==> src/rtl/kdeg_pkg.sv <==
`timescale 1ns / 1ps

package kdeg_pkg;

	localparam int unsigned MAX_KEYS  = 8;
	localparam int unsigned CNT_W     = 4;
	localparam int unsigned IDX_W     = 3;
	localparam int unsigned CFG_IDX_W = 2;

	localparam logic [CNT_W-1:0] MAKE_COUNT_RST  = 4'd5;
	localparam logic [CNT_W-1:0] BREAK_COUNT_RST = 4'd5;

	// Configuration register indexes
	localparam logic [CFG_IDX_W-1:0] CFG_MAKE_COUNT  = 2'd0;
	localparam logic [CFG_IDX_W-1:0] CFG_BREAK_COUNT = 2'd1;

	typedef enum logic [1:0] {
		DB_IDLE_UP   = 2'd0,
		DB_WAIT_DOWN = 2'd1,
		DB_HELD_DOWN = 2'd2,
		DB_WAIT_UP   = 2'd3
	} db_state_t;

	// Events caused by one sample: one bit per key, plus make/break per key
	typedef struct packed {
		logic [MAX_KEYS-1:0] fire;
		logic [MAX_KEYS-1:0] make;
	} evt_set_t;

endpackage

==> src/rtl/kdeg_sample_if.sv <==
`timescale 1ns / 1ps

interface kdeg_sample_if;
	logic       valid;
	logic       ready;
	logic [7:0] key_levels;

	modport source (output valid, output key_levels, input ready);
	modport sink   (input valid, input key_levels, output ready);
endinterface

==> src/rtl/kdeg_event_if.sv <==
`timescale 1ns / 1ps

interface kdeg_event_if;
	logic       valid;
	logic       ready;
	logic [2:0] key_index;
	logic       is_make;
	logic       last;

	modport source (output valid, output key_index, output is_make, output last, input ready);
	modport sink   (input valid, input key_index, input is_make, input last, output ready);
endinterface

==> src/rtl/kdeg_debounce.sv <==
`timescale 1ns / 1ps

module kdeg_debounce #(
	parameter int unsigned NUM_KEYS = 8
) (
	input  logic                          clk,
	input  logic                          arst_n,
	input  logic                          take,
	input  logic [kdeg_pkg::MAX_KEYS-1:0] key_levels,
	input  logic [kdeg_pkg::CNT_W-1:0]    make_count,
	input  logic [kdeg_pkg::CNT_W-1:0]    break_count,
	output kdeg_pkg::evt_set_t            evts
);

	kdeg_pkg::db_state_t              state_q [NUM_KEYS];
	logic [kdeg_pkg::CNT_W-1:0]       cnt_q   [NUM_KEYS];
	kdeg_pkg::db_state_t              state_d [NUM_KEYS];
	logic [kdeg_pkg::CNT_W-1:0]       cnt_d   [NUM_KEYS];

	always_comb begin
		evts = '0;
		for (int k = 0; k < NUM_KEYS; k++) begin
			state_d[k] = state_q[k];
			cnt_d[k]   = cnt_q[k];
			case (state_q[k])
				kdeg_pkg::DB_IDLE_UP: begin
					if (key_levels[k]) begin
						state_d[k] = kdeg_pkg::DB_WAIT_DOWN;
						cnt_d[k]   = make_count;
					end
				end
				kdeg_pkg::DB_WAIT_DOWN: begin
					if (!key_levels[k]) begin
						state_d[k] = kdeg_pkg::DB_IDLE_UP;
						cnt_d[k]   = '0;
					end else if (cnt_q[k] <= 4'd1) begin
						// count of zero behaves like one
						state_d[k]   = kdeg_pkg::DB_HELD_DOWN;
						cnt_d[k]     = '0;
						evts.fire[k] = 1'b1;
						evts.make[k] = 1'b1;
					end else begin
						cnt_d[k] = cnt_q[k] - 4'd1;
					end
				end
				kdeg_pkg::DB_HELD_DOWN: begin
					if (!key_levels[k]) begin
						state_d[k] = kdeg_pkg::DB_WAIT_UP;
						cnt_d[k]   = break_count;
					end
				end
				kdeg_pkg::DB_WAIT_UP: begin
					if (key_levels[k]) begin
						state_d[k] = kdeg_pkg::DB_HELD_DOWN;
						cnt_d[k]   = '0;
					end else if (cnt_q[k] <= 4'd1) begin
						state_d[k]   = kdeg_pkg::DB_IDLE_UP;
						cnt_d[k]     = '0;
						evts.fire[k] = 1'b1;
					end else begin
						cnt_d[k] = cnt_q[k] - 4'd1;
					end
				end
				default: begin
					state_d[k] = kdeg_pkg::DB_IDLE_UP;
					cnt_d[k]   = '0;
				end
			endcase
		end
	end

	always_ff @(posedge clk or negedge arst_n) begin
		if (!arst_n) begin
			for (int k = 0; k < NUM_KEYS; k++) begin
				state_q[k] <= kdeg_pkg::DB_IDLE_UP;
				cnt_q[k]   <= '0;
			end
		end else if (take) begin
			for (int k = 0; k < NUM_KEYS; k++) begin
				state_q[k] <= state_d[k];
				cnt_q[k]   <= cnt_d[k];
			end
		end
	end

endmodule

==> src/rtl/kdeg_event_emit.sv <==
`timescale 1ns / 1ps

module kdeg_event_emit (
	input  logic                clk,
	input  logic                arst_n,
	input  logic                load,
	input  kdeg_pkg::evt_set_t  evts,
	output logic                can_take,
	kdeg_event_if.source        evt
);

	logic [kdeg_pkg::MAX_KEYS-1:0] mask_q;
	logic [kdeg_pkg::MAX_KEYS-1:0] make_q;
	logic [kdeg_pkg::MAX_KEYS-1:0] rest;
	logic [kdeg_pkg::IDX_W-1:0]    pick;
	logic                          adv;

	logic                          valid_q;
	logic [kdeg_pkg::IDX_W-1:0]    idx_q;
	logic                          make_bit_q;
	logic                          last_q;

	// lowest pending key goes first
	always_comb begin
		pick = '0;
		for (int k = kdeg_pkg::MAX_KEYS - 1; k >= 0; k--) begin
			if (mask_q[k]) begin
				pick = kdeg_pkg::IDX_W'(k);
			end
		end
	end

	assign rest     = mask_q & (mask_q - 1'b1);
	assign adv      = (mask_q != '0) && (!valid_q || evt.ready);
	assign can_take = (mask_q == '0) || (adv && (rest == '0));

	always_ff @(posedge clk or negedge arst_n) begin
		if (!arst_n) begin
			mask_q <= '0;
		end else if (load) begin
			mask_q <= evts.fire;
		end else if (adv) begin
			mask_q <= rest;
		end
	end

	always_ff @(posedge clk) begin
		if (load) begin
			make_q <= evts.make;
		end
	end

	always_ff @(posedge clk or negedge arst_n) begin
		if (!arst_n) begin
			valid_q <= 1'b0;
		end else if (adv) begin
			valid_q <= 1'b1;
		end else if (evt.ready) begin
			valid_q <= 1'b0;
		end
	end

	always_ff @(posedge clk) begin
		if (adv) begin
			idx_q      <= pick;
			make_bit_q <= make_q[pick];
			last_q     <= (rest == '0);
		end
	end

	assign evt.valid     = valid_q;
	assign evt.key_index = idx_q;
	assign evt.is_make   = make_bit_q;
	assign evt.last      = last_q;

endmodule

==> src/rtl/key_debounce_event_gen.sv <==
`timescale 1ns / 1ps

// Key debouncer with make/break events. Each sample transaction carries the
// levels of up to eight keys (bit k = key k, 1 pressed). Every key runs a
// four-state debouncer (stable released, pending press, stable pressed,
// pending release) with a 4-bit countdown loaded from make_count or
// break_count; a pending key falls back at once if its level reverts, and a
// count of zero acts as one. Keys at or above NUM_KEYS are ignored. A key
// that turns stable yields one event transaction (key_index, is_make), in
// ascending key order, with last set on the final event of that sample; a
// sample that settles nothing yields no event. Timing: a sample updates all
// debouncers in the cycle it is accepted; its events then leave through a
// registered output at one per cycle while evt.ready stays high; the next
// sample is taken in the cycle the previous sample's final event enters the
// output register. Samples with no events are taken every cycle while no
// events wait to be serialized. Configuration writes (cfg_we, cfg_index,
// cfg_wdata) take effect on the next clock; only indexes 0 (make_count) and
// 1 (break_count) exist, and only the low four bits are kept. Write them
// while the block is idle.

module key_debounce_event_gen #(
	parameter int unsigned NUM_KEYS = 8
) (
	input  logic                           clk,
	input  logic                           arst_n,
	kdeg_sample_if.sink                    sample,
	kdeg_event_if.source                   evt,
	input  logic                           cfg_we,
	input  logic [kdeg_pkg::CFG_IDX_W-1:0] cfg_index,
	input  logic [kdeg_pkg::CNT_W-1:0]     cfg_wdata
);

	logic [kdeg_pkg::CNT_W-1:0] make_count_q;
	logic [kdeg_pkg::CNT_W-1:0] break_count_q;
	logic                       can_take;
	logic                       take;
	kdeg_pkg::evt_set_t         evts;

	// Config registers; unknown indexes are dropped
	always_ff @(posedge clk or negedge arst_n) begin
		if (!arst_n) begin
			make_count_q  <= kdeg_pkg::MAKE_COUNT_RST;
			break_count_q <= kdeg_pkg::BREAK_COUNT_RST;
		end else if (cfg_we) begin
			case (cfg_index)
				kdeg_pkg::CFG_MAKE_COUNT:  make_count_q  <= cfg_wdata;
				kdeg_pkg::CFG_BREAK_COUNT: break_count_q <= cfg_wdata;
				default: ;
			endcase
		end
	end

	// Sample accepted only when the event queue can hold its results
	assign sample.ready = can_take;
	assign take         = sample.valid && can_take;

	kdeg_debounce #(
		.NUM_KEYS (NUM_KEYS)
	) u_debounce (
		.clk         (clk),
		.arst_n      (arst_n),
		.take        (take),
		.key_levels  (sample.key_levels),
		.make_count  (make_count_q),
		.break_count (break_count_q),
		.evts        (evts)
	);

	// Serializes the event set of one sample, lowest key first
	kdeg_event_emit u_emit (
		.clk      (clk),
		.arst_n   (arst_n),
		.load     (take),
		.evts     (evts),
		.can_take (can_take),
		.evt      (evt)
	);

endmodule

==> src/flat_wrapper.sv <==
// flat-port wrapper written by rule: the top's interface ports become plain ports
module key_debounce_event_gen_flat 
#(
	parameter int unsigned NUM_KEYS = 8
)
  (clk, arst_n, cfg_we, cfg_index, cfg_wdata, sample_valid, sample_key_levels, sample_ready, evt_valid, evt_key_index, evt_is_make, evt_last, evt_ready);
  kdeg_sample_if sample_i ();
  kdeg_event_if evt_i ();
  input  logic clk;
  input  logic arst_n;
  input  logic cfg_we;
  input  logic [kdeg_pkg::CFG_IDX_W-1:0] cfg_index;
  input  logic [kdeg_pkg::CNT_W-1:0] cfg_wdata;
  input wire logic [$bits(sample_i.valid)-1:0] sample_valid;
  input wire logic [$bits(sample_i.key_levels)-1:0] sample_key_levels;
  output wire logic [$bits(sample_i.ready)-1:0] sample_ready;
  output wire logic [$bits(evt_i.valid)-1:0] evt_valid;
  output wire logic [$bits(evt_i.key_index)-1:0] evt_key_index;
  output wire logic [$bits(evt_i.is_make)-1:0] evt_is_make;
  output wire logic [$bits(evt_i.last)-1:0] evt_last;
  input wire logic [$bits(evt_i.ready)-1:0] evt_ready;
  assign sample_i.valid = sample_valid;
  assign sample_i.key_levels = sample_key_levels;
  assign sample_ready = sample_i.ready;
  assign evt_valid = evt_i.valid;
  assign evt_key_index = evt_i.key_index;
  assign evt_is_make = evt_i.is_make;
  assign evt_last = evt_i.last;
  assign evt_i.ready = evt_ready;
  key_debounce_event_gen #(.NUM_KEYS(NUM_KEYS)) u_core (.clk(clk), .arst_n(arst_n), .sample(sample_i), .evt(evt_i), .cfg_we(cfg_we), .cfg_index(cfg_index), .cfg_wdata(cfg_wdata));
endmodule
==> config.mk <==
export PLATFORM = sky130hd
export DESIGN_NAME = key_debounce_event_gen_flat
export DESIGN_NICKNAME = d
export VERILOG_FILES = /design/src/rtl/kdeg_pkg.sv /design/src/rtl/kdeg_sample_if.sv /design/src/rtl/kdeg_event_if.sv /design/src/rtl/kdeg_debounce.sv /design/src/rtl/kdeg_event_emit.sv /design/src/rtl/key_debounce_event_gen.sv /design/src/flat_wrapper.sv
export SDC_FILE = /design/constraint.sdc
export NUM_CORES = 1
export LEC_CHECK = 0
export ABC_AREA = 1
export BUFFER_PORTS_ARGS = -buffer_cell sky130_fd_sc_hd__buf_2
export CAP_MARGIN = 20
export CORE_ASPECT_RATIO = 0.7
export CORE_MARGIN = 8
export CORE_UTILIZATION = 40
export CTS_BUF_LIST = sky130_fd_sc_hd__clkbuf_8
export DETAILED_ROUTE_END_ITERATION = 12
export GPL_ROUTABILITY_DRIVEN = 0
export HOLD_SLACK_MARGIN = 0.02
export SLEW_MARGIN = 20
export SYNTH_ARGS = -nofsm -noshare
export SYNTH_HDL_FRONTEND = slang
export SYNTH_HIERARCHICAL = 1
export SYNTH_SLANG_ARGS = --single-unit
==> constraint.sdc <==
create_clock -name clk -period 6.3 [get_ports clk]
set_input_delay 1.26 -clock clk [delete_from_list [all_inputs] [get_ports clk]]
set_output_delay 1.26 -clock clk [all_outputs]
set_load 0.05 [all_outputs]
# Word-level counts from Yosys, hierarchy flattened
# Cells that the tools add are included.
[totals]
ff_bits = 78
output_inout_bits = 7
wordCells = 295
[op_classes]
bitwise = 1
muxes = 150
order_cmp = 9
n_reduce_logical = 38
eq_ne = 57
n_addsub = 9
[op_table]
columns = ["op", "count"]
rows = [
  ["2-to-1 mux 4 bit", 40],
  ["case mux 4 bit (4 select lines)", 8],
  ["2-to-1 mux 2 bit", 48],
  ["case mux 2 bit (4 select lines)", 8],
  ["!= test 3 bit, second input constant", 16],
  ["AND reduction 5 bit", 8],
  ["equality test 2 bit, second input constant", 16],
  ["less-or-equal comparator 4 x 1 -> 1 bit, second input constant", 8],
  ["!= test 2 bit, second input constant", 16],
  ["subtractor 4 x 1 -> 4 bit, second input constant", 8],
  ["2-to-1 mux 1 bit", 27],
  ["2-to-1 mux 3 bit", 8],
  ["AND reduction 3 bit", 8],
  ["equality test 2 x 1 -> 1 bit, second input constant", 9],
  ["zero test 2 bit", 9],
  ["zero test 8 bit", 2],
  ["2-to-1 mux 8 bit", 2],
  ["case mux 1 bit (2 select lines)", 8],
  ["bitwise AND 8 bit", 1],
  ["nonzero test 8 bit", 1],
  ["subtractor 8 x 1 -> 8 bit, second input constant", 1],
  ["less-than comparator 3 x 4 -> 1 bit, second input constant", 1],
  ["AND reduction 2 bit", 2],
  ["nonzero test 2 bit", 2],
  ["4 further kinds", 7],
]

# Longest topological paths before layout
# Gate-level depths: netlist (run 1).
[logic_depth]
ltp_word = 10
depth_mapped = 17
depth_no_buf = 16

# Hierarchy
# Netlist (run 1), hierarchy kept.
[modules_own_cells]
columns = ["module", "area_each_um2", "cells_per_inst", "seq_area_each_um2", "n_inst"]
rows = [
  ["kdeg_debounce", 3802.4, 599, 1201.2, 1],
  ["kdeg_event_emit", 1146.1, 126, 615.6, 1],
  ["key_debounce_event_gen", 361.6, 39, 205.2, 1],
]

# Worst setup path before layout (run 1)
# OpenSTA, ideal clock, no wires.
[synth_timing]
path_kind = "input port to output port"
startpoint = "input evt_ready"
endpoint = "output sample_ready"
path_slack_ps = 2994
arrival_ps = 2046
stages = 2
n_path_buf = 0
t_required_ps = 5040
cell_sequence = "nor2_1 > o21ai_1"
[synth_via]
elab_chain_len = 4
[synth_lines]
columns = ["item", "line_no", "source"]
rows = [
  ["start, declared", "flat_wrapper.sv:21", "input wire logic [$bits(evt_i.ready)-1:0] evt_ready;"],
  ["logical OR 1 bit", "kdeg_event_emit.sv:34", "assign adv = (mask_q != '0) && (!valid_q || evt.ready);"],
  ["logical AND 1 bit", "kdeg_event_emit.sv:34", ""],
  ["logical AND 1 bit", "kdeg_event_emit.sv:35", "assign can_take = (mask_q == '0) || (adv && (rest == '0));"],
  ["logical OR 1 bit", "kdeg_event_emit.sv:35", ""],
  ["end, declared", "flat_wrapper.sv:16", "output wire logic [$bits(sample_i.ready)-1:0] sample_ready;"],
]
# Every way passes these cells.

# Worst setup path after layout (run 1)
[layout_timing]
startpoint = "register u_core/u_emit/mask_q[1] in the netlist's numbering"
endpoint = "output sample_ready"
[layout_via]
elab_chain_len = 5
word_cells_on_any_way = 8
[layout_lines]
columns = ["item", "line_no", "source"]
rows = [
  ["start, declared", "kdeg_event_emit.sv:12", "logic [kdeg_pkg::MAX_KEYS-1:0] mask_q;"],
  ["start signal, assigned", "kdeg_event_emit.sv:41", "mask_q <= evts.fire;"],
  ["start signal, assigned", "kdeg_event_emit.sv:43", "mask_q <= rest;"],
  ["subtractor 8 x 1 -> 8 bit", "kdeg_event_emit.sv:33", "assign rest = mask_q & (mask_q - 1'b1);"],
  ["bitwise AND 8 bit", "kdeg_event_emit.sv:33", ""],
  ["zero test 8 bit", "kdeg_event_emit.sv:35", ""],
  ["logical AND 1 bit", "kdeg_event_emit.sv:35", ""],
  ["logical OR 1 bit (*)", "kdeg_event_emit.sv:35", ""],
]
# Mark *: on every way between the ends. The rest lies on a longest branch, timed or not.

==> results of run 1 <==
[path summary, 6_finish.rpt]
| kind | endpoint | slack, ns |
|---|---|---|
| worst max-delay path | sample_ready | 3.01 |
| worst min-delay path | u_core/make_count_q[2] | 0.46 |
| worst max register to register | u_core/u_emit/mask_q[3] | 3.12 |
| worst min register to register | u_core/make_count_q[2] | 0.46 |
| max in group asynchronous | u_core/u_debounce/cnt_q[22] | 4.61 |
| min in group asynchronous | u_core/u_debounce/cnt_q[26] | 1.09 |
[final cells by class]
class,count,area [µm²],share of cell area
Multi-Input combinational cell,568,2800,0.483
Timing Repair Buffer,26,133,0.0229
Sequential cell,78,2020,0.349
Inverter,110,413,0.0713
Clock buffer,10,138,0.0238
Tap cell,166,208,0.0359
Clock inverter,6,80.1,0.0138
[routing by layer]
metal	GRT usage	vias to the layer above	share of wire
met5	0	-	0
met4	0.0397	0	0.0084
met3	0.0372	10	0.063
met2	0.239	152	0.43
met1	0.225	2289	0.50
li1	-	2476	-
[layout by cell type, fill, tap and decap left out, types with 2 or more instances in the layout]
cell,n
nor2_4,10
edfxtp_1,13
clkbuf_8,10
inv_1,99
dfrtp_1,61
inv_2,13
o21ai_1,4
ha_1,16
dfstp_2,4
nand4_1,16
o21ai_2,5
buf_2,25
o211ai_1,4
xor2_1,11
nand2_1,291
nand3_1,54
nand3_2,6
nand2_4,3
a21oi_1,33
nor3_1,8
nand2_2,5
o211ai_2,3
nor2_1,40
o21ai_0,47
bufinv_16,2
nor2_2,9
[where the power goes]
group          internal [µW]  leakage (µW)  total [µW]  switching [µW]
sequential               755      0.000938         962             207
combinational            582       0.00201        1820            1240
clock                    231      0.000115         418             187
total                   1570       0.00307        3200            1640
[stage by stage]
stage / setup WS, ns / cell area (µm²) / power, µW / instances
CTS: 2.99 / 5790 / 3210 / 964
detailed placement: 2.88 / 5580 / 2780 / 948
global placement: 2.99 / 5580 / 2720 / 948
floorplan: 2.99 / 5310 / 2410 / 764
finish: 3.01 / 5790 / 3200 / 964
global route: 2.60 / 5790 / 3540 / 964
[cells by family (layout without fill, tap and decap cells)]
group / Yosys count / in the layout / synth area share
AOI/OAI and AO/OA: 97 / 97 / 0.102
xor gates and xnor gates: 12 / 12 / 0.0198
adders and majority gates: 16 / 16 / 0.0377
buffers and inverters: 118 / 152 / 0.0919
DFF: 78 / 78 / 0.381
and+or+nand+nor: 443 / 443 / 0.368
[worst reg2reg max path, delay by kind of cell, from the launching register on]
kind / cells / cell delay (ns)
DFF: 1 / 0.41
buffers and inverters: 3 / 1.16
and+or+nand+nor: 9 / 1.16
AOI/OAI and AO/OA: 3 / 0.40
==> impl_metrics.yaml, run 1 <==
clocking:
  numCtsBuffers: 9
  cts_tree: "yes"
  clockBufferDepth: 2
  cts_setup_buffers: 0
  cts_hold_buf: 0
  cts_sinks: 78
  h-tree-depth: 3
  cts_resized: 0
  insertion_delay_ns: 0.35
  clk_pin_slew_ns: 0.08
  cts_root_buf: "clkbuf_8"
global_route:
  grt_pass1_vias: 4635
  grt_pass1_wl_um: 22300
  antenna_found_initial: 0
  overflow: 0
  grt_max_degree: 66
  track_usage: 0.159
drt:
  drc_errors: 0
  totalWireLength_um: 13300
  firstDrtPassIters: 5
  postRouteAntennaNets: 0
  vias_per_cell: 5.11
  wl_per_cell_um: 13.8
  vias: 4927
  drt_iter0_drc: 481
sta:
  hold_violations: 0
  skew_ns: 0.0141
  whs_ns: 0.463
  min_period_ns: 3.29
  fmax_mhz: 304
  tns_ns: 0
  tightest_slew_ns: 0.885
  rsz0062_at_grt: "no"
  final_max_slew_viol_count: 0
  finalSetupViolCount: 0
  max_slew_margin: 0.410
  finalCritPeriodShare: 0.521
layout:
  nFillCells: 1326
  area_growth_pct: 9.10
  fin_util: 0.444
  antenna_cells: 0
  nets: 828
  drive_gt1_frac: 0.124
worst_setup_path:
  crit_start: "u_core/u_emit/mask_q[1]"
  worstSetupPathType: "reg2out"
  cp_slowest_cell: "dfrtp_1"
  crit-reg2reg-launch: "u_core/u_emit/mask_q[1]"
  cp_data_required_time_ns: 5.04
  cp_cell_sequence: "nor2_2, nand2_2, nor2_4, inv_2, nand2_2, nand4_1, nor2_1, nand3_1, o21ai_1, buf_2"
  startpoint_type: "flip-flop"
  critPathMostFrequentCell: "nand2_2"
  crit_family: "simple AND/OR/NAND/NOR gates"
  end_kind: "primary output"
  crit_fanout: 3
  crit_cells: 10
  max_stage_delay_ns: 0.41
  crit_arrival_ns: 2.03
  r2r_cells: 15
  path_buf_inv: 2
min_path:
  hold_path.class: "reg2reg"
  min_from: "u_core/make_count_q[2]"
  worst_hold_path.num_cells: 2
die:
  die_h_um: 112
  start_util: 0.407
  rows: 35
  dieArea_um2: 17300
  core_area_um2: 13100
  io_pins: 26
  die_width_um: 154
pwr:
  vdd_drop_max_mv: 0.214
  p_leak_uw: 0.00307
  power_density_nw_per_um2: 553
synth:
  yosys.cell_count.top_type: "nand2_1"
  yosysWarnings: 6
  synth_edf_count: 13
  avgSynthCellArea_um2: 6.95
  synth_cell_types: 29
  ys_ff_latch: 78
  synthTopCellsByArea: "dfrtp_1, nand2_1, edfxtp_1, inv_1, nand3_1"
  yosysSeqAreaShare: 0.381
  syn_nets: 799
  syn-instance-count: 764
  netlist_area_um2: 5310
  synth_top_area_share: 0.287
  yosys_most_used_dff: "dfrtp_1"
  yosysTopAreaCell: "dfrtp_1"
  synthArstFlopShare: 0.833
  yosys-top-cells-count: "nand2_1, inv_1, dfrtp_1"
placement:
  numPortBuffers: 25
  hpwl_um: 9660
outcome:
  status: "finished clean"
run:
  drv_cap: 0
(Power assumes the default switching activity.)
==> run 2, diff against run 1 <==
==> constraint.sdc (replaced) <==
create_clock -name clk -period 3.3 [get_ports clk]
set_input_delay 0.66 -clock clk [delete_from_list [all_inputs] [get_ports clk]]
set_output_delay 0.66 -clock clk [all_outputs]
set_load 0.05 [all_outputs]
==> run 2 against run 1 <==
Net effect: worst hold slack worse by 0.16 ns; total power up 92%; non-clock buffer count up 1; utilization up 0.28 points; critical path depth up 5; clock power up 99%; routed wire length down 2.4%; first-iteration DRC count down 17%; sequential share of layout area down 0.22 points; largest power group unchanged.
==> impl_metrics.yaml, run 2 (synthesized netlist as in run 1, its figures left out) <==
layout:
  mostFrequentLayoutCell: "nand2_1"
  antenna_cells: 0
  area_growth_pct: 9.78
  drive_gt1_frac: 0.126
  mostFrequentLayoutCells: "nand2_1, inv_1, dfrtp_1, nand3_1, o21ai_0"
  nFillCells: 1331
  fin_util: 0.447
  nets: 829
die:
  core_area_um2: 13100
  die_h_um: 112
  dieArea_um2: 17300
  start_util: 0.407
  rows: 35
  io_pins: 26
  die_width_um: 154
placement:
  place_ws_ns: 0.537
  hpwl_um: 9490
  numPortBuffers: 25
worst_setup_path:
  crit_family: "simple AND/OR/NAND/NOR gates"
  worstSetupPathType: "reg2reg"
  end_kind: "flip-flop"
  crit_cells: 15
  crit_fanout: 14
  cp_data_required_time_ns: 3.57
  path_buf_inv: 3
  cp_slowest_cell: "dfrtp_1"
  crit_arrival_ns: 3.07
  r2r_cells: 15
  max_stage_delay_ns: 0.41
  cp_cell_sequence: "nor2_2, nand2_2, nor2_4, inv_2, nand2_2, nand4_1, nor2_1, nand3_1, o21ai_1, nand2_1, inv_1, inv_1, nand2_4, o211ai_1, o21ai_1"
  startpoint_type: "flip-flop"
sta:
  tns_ns: 0
  setup_ws_ns: 0.503
  skew_ns: 0.0100
  rsz0062_at_grt: "no"
  min_period_ns: 2.80
  finalCritPeriodShare: 0.848
  finalSetupViolCount: 0
  max_slew_margin: 0.612
  tightest_slew_ns: 0.578
  final_max_slew_viol_count: 0
  hold_violations: 0
  fmax_mhz: 358
global_route:
  grt_pass1_vias: 4585
  track_usage: 0.153
  grt_pass1_wl_um: 21600
  overflow: 0
  antenna_found_initial: 0
  grt_max_degree: 66
drt:
  firstDrtPassIters: 5
  postRouteAntennaNets: 0
  totalWireLength_um: 13000
  drt-met1-wl_um: 6490
  drt_iter0_drc: 399
  vias: 4848
  wl_per_cell_um: 13.5
  vias_per_cell: 5.02
  wl_met3_um: 798
  wl_met2_um: 5530
  highest-signal-layer: "met4"
  drc_errors: 0
clocking:
  cts_resized: 0
  h-tree-depth: 3
  cts_tree: "yes"
  clockBufferDepth: 2
  cts_setup_buffers: 0
  clk_pin_slew_ns: 0.08
  cts_hold_buf: 0
  cts_root_buf: "clkbuf_8"
  insertion_delay_ns: 0.35
  numCtsBuffers: 9
  cts_sinks: 78
pwr:
  switching_power_uw: 3100
  vdd_drop_max_mv: 0.395
  p_seq_frac: 0.300
  switching_share: 0.504
  p_leak_uw: 0.00309
  p_int_uw: 3050
  power_density_nw_per_um2: 1050
  pwr-share-comb: 0.564
  clock_power_share: 0.135
run:
  drv_cap: 0
min_path:
  hold_path.class: "in2async"
outcome:
  status: "finished clean"
run 2: layout make-up:
class / count / area (µm²) / share of cell area
multi-input cells: 568 / 2800 / 0.480
flip-flops and latches: 78 / 2020 / 0.347
well taps: 166 / 208 / 0.0356
clock inverters: 4 / 68.8 / 0.0118
repair buffers: 27 / 153 / 0.0262
inverters: 110 / 413 / 0.0708
clock buffers: 12 / 165 / 0.0283
run 2: layer usage:
| metal | up-vias | track usage |
|---|---|---|
| li1 | 2481 | - |
| met5 | - | 0 |
| met3 | 18 | 0.0380 |
| met2 | 108 | 0.231 |
| met1 | 2241 | 0.211 |
| met4 | 0 | 0.0507 |
run 2: final timing paths:
| check | to | slack [ns] | startpoint |
|---|---|---|---|
| worst max register to register | u_core/u_emit/mask_q[3] | 0.50 | u_core/u_emit/mask_q[1] |
| worst min register to register | u_core/make_count_q[0] | 0.47 | u_core/make_count_q[0] |
| worst max-delay path | u_core/u_emit/mask_q[3] | 0.50 | u_core/u_emit/mask_q[1] |
| worst min-delay path | u_core/u_debounce/cnt_q[26] | 0.31 | arst_n |
| min in group clk | u_core/make_count_q[0] | 0.47 | u_core/make_count_q[0] |
| max in group asynchronous | u_core/break_count_q[0] | 2.64 | arst_n |
run 2: stage by stage:
step / std cells / hold slack [ns] / total power [µW] / cell area (µm²)
final: 965 / 0.306 / 6150 / 5830
after global routing: 965 / 0.339 / 6770 / 5830
after CTS: 965 / 0.314 / 6170 / 5830
after detailed placement: 949 / 0.459 / 5310 / 5600
after global placement: 949 / 0.452 / 5200 / 5600
after floorplan: 764 / 0.364 / 4600 / 5310
run 2: power groups by stage:
stage          logic [µW]  registers, µW  clock network (µW)
5_1_grt              3960           1900                 904
3_5_place_dp         3450           1850                   0
3_3_place_gp         3360           1840                   0
6_report             3470           1850                 833
4_1_cts              3460           1840                 869
2_1_floorplan        2720           1880                   0
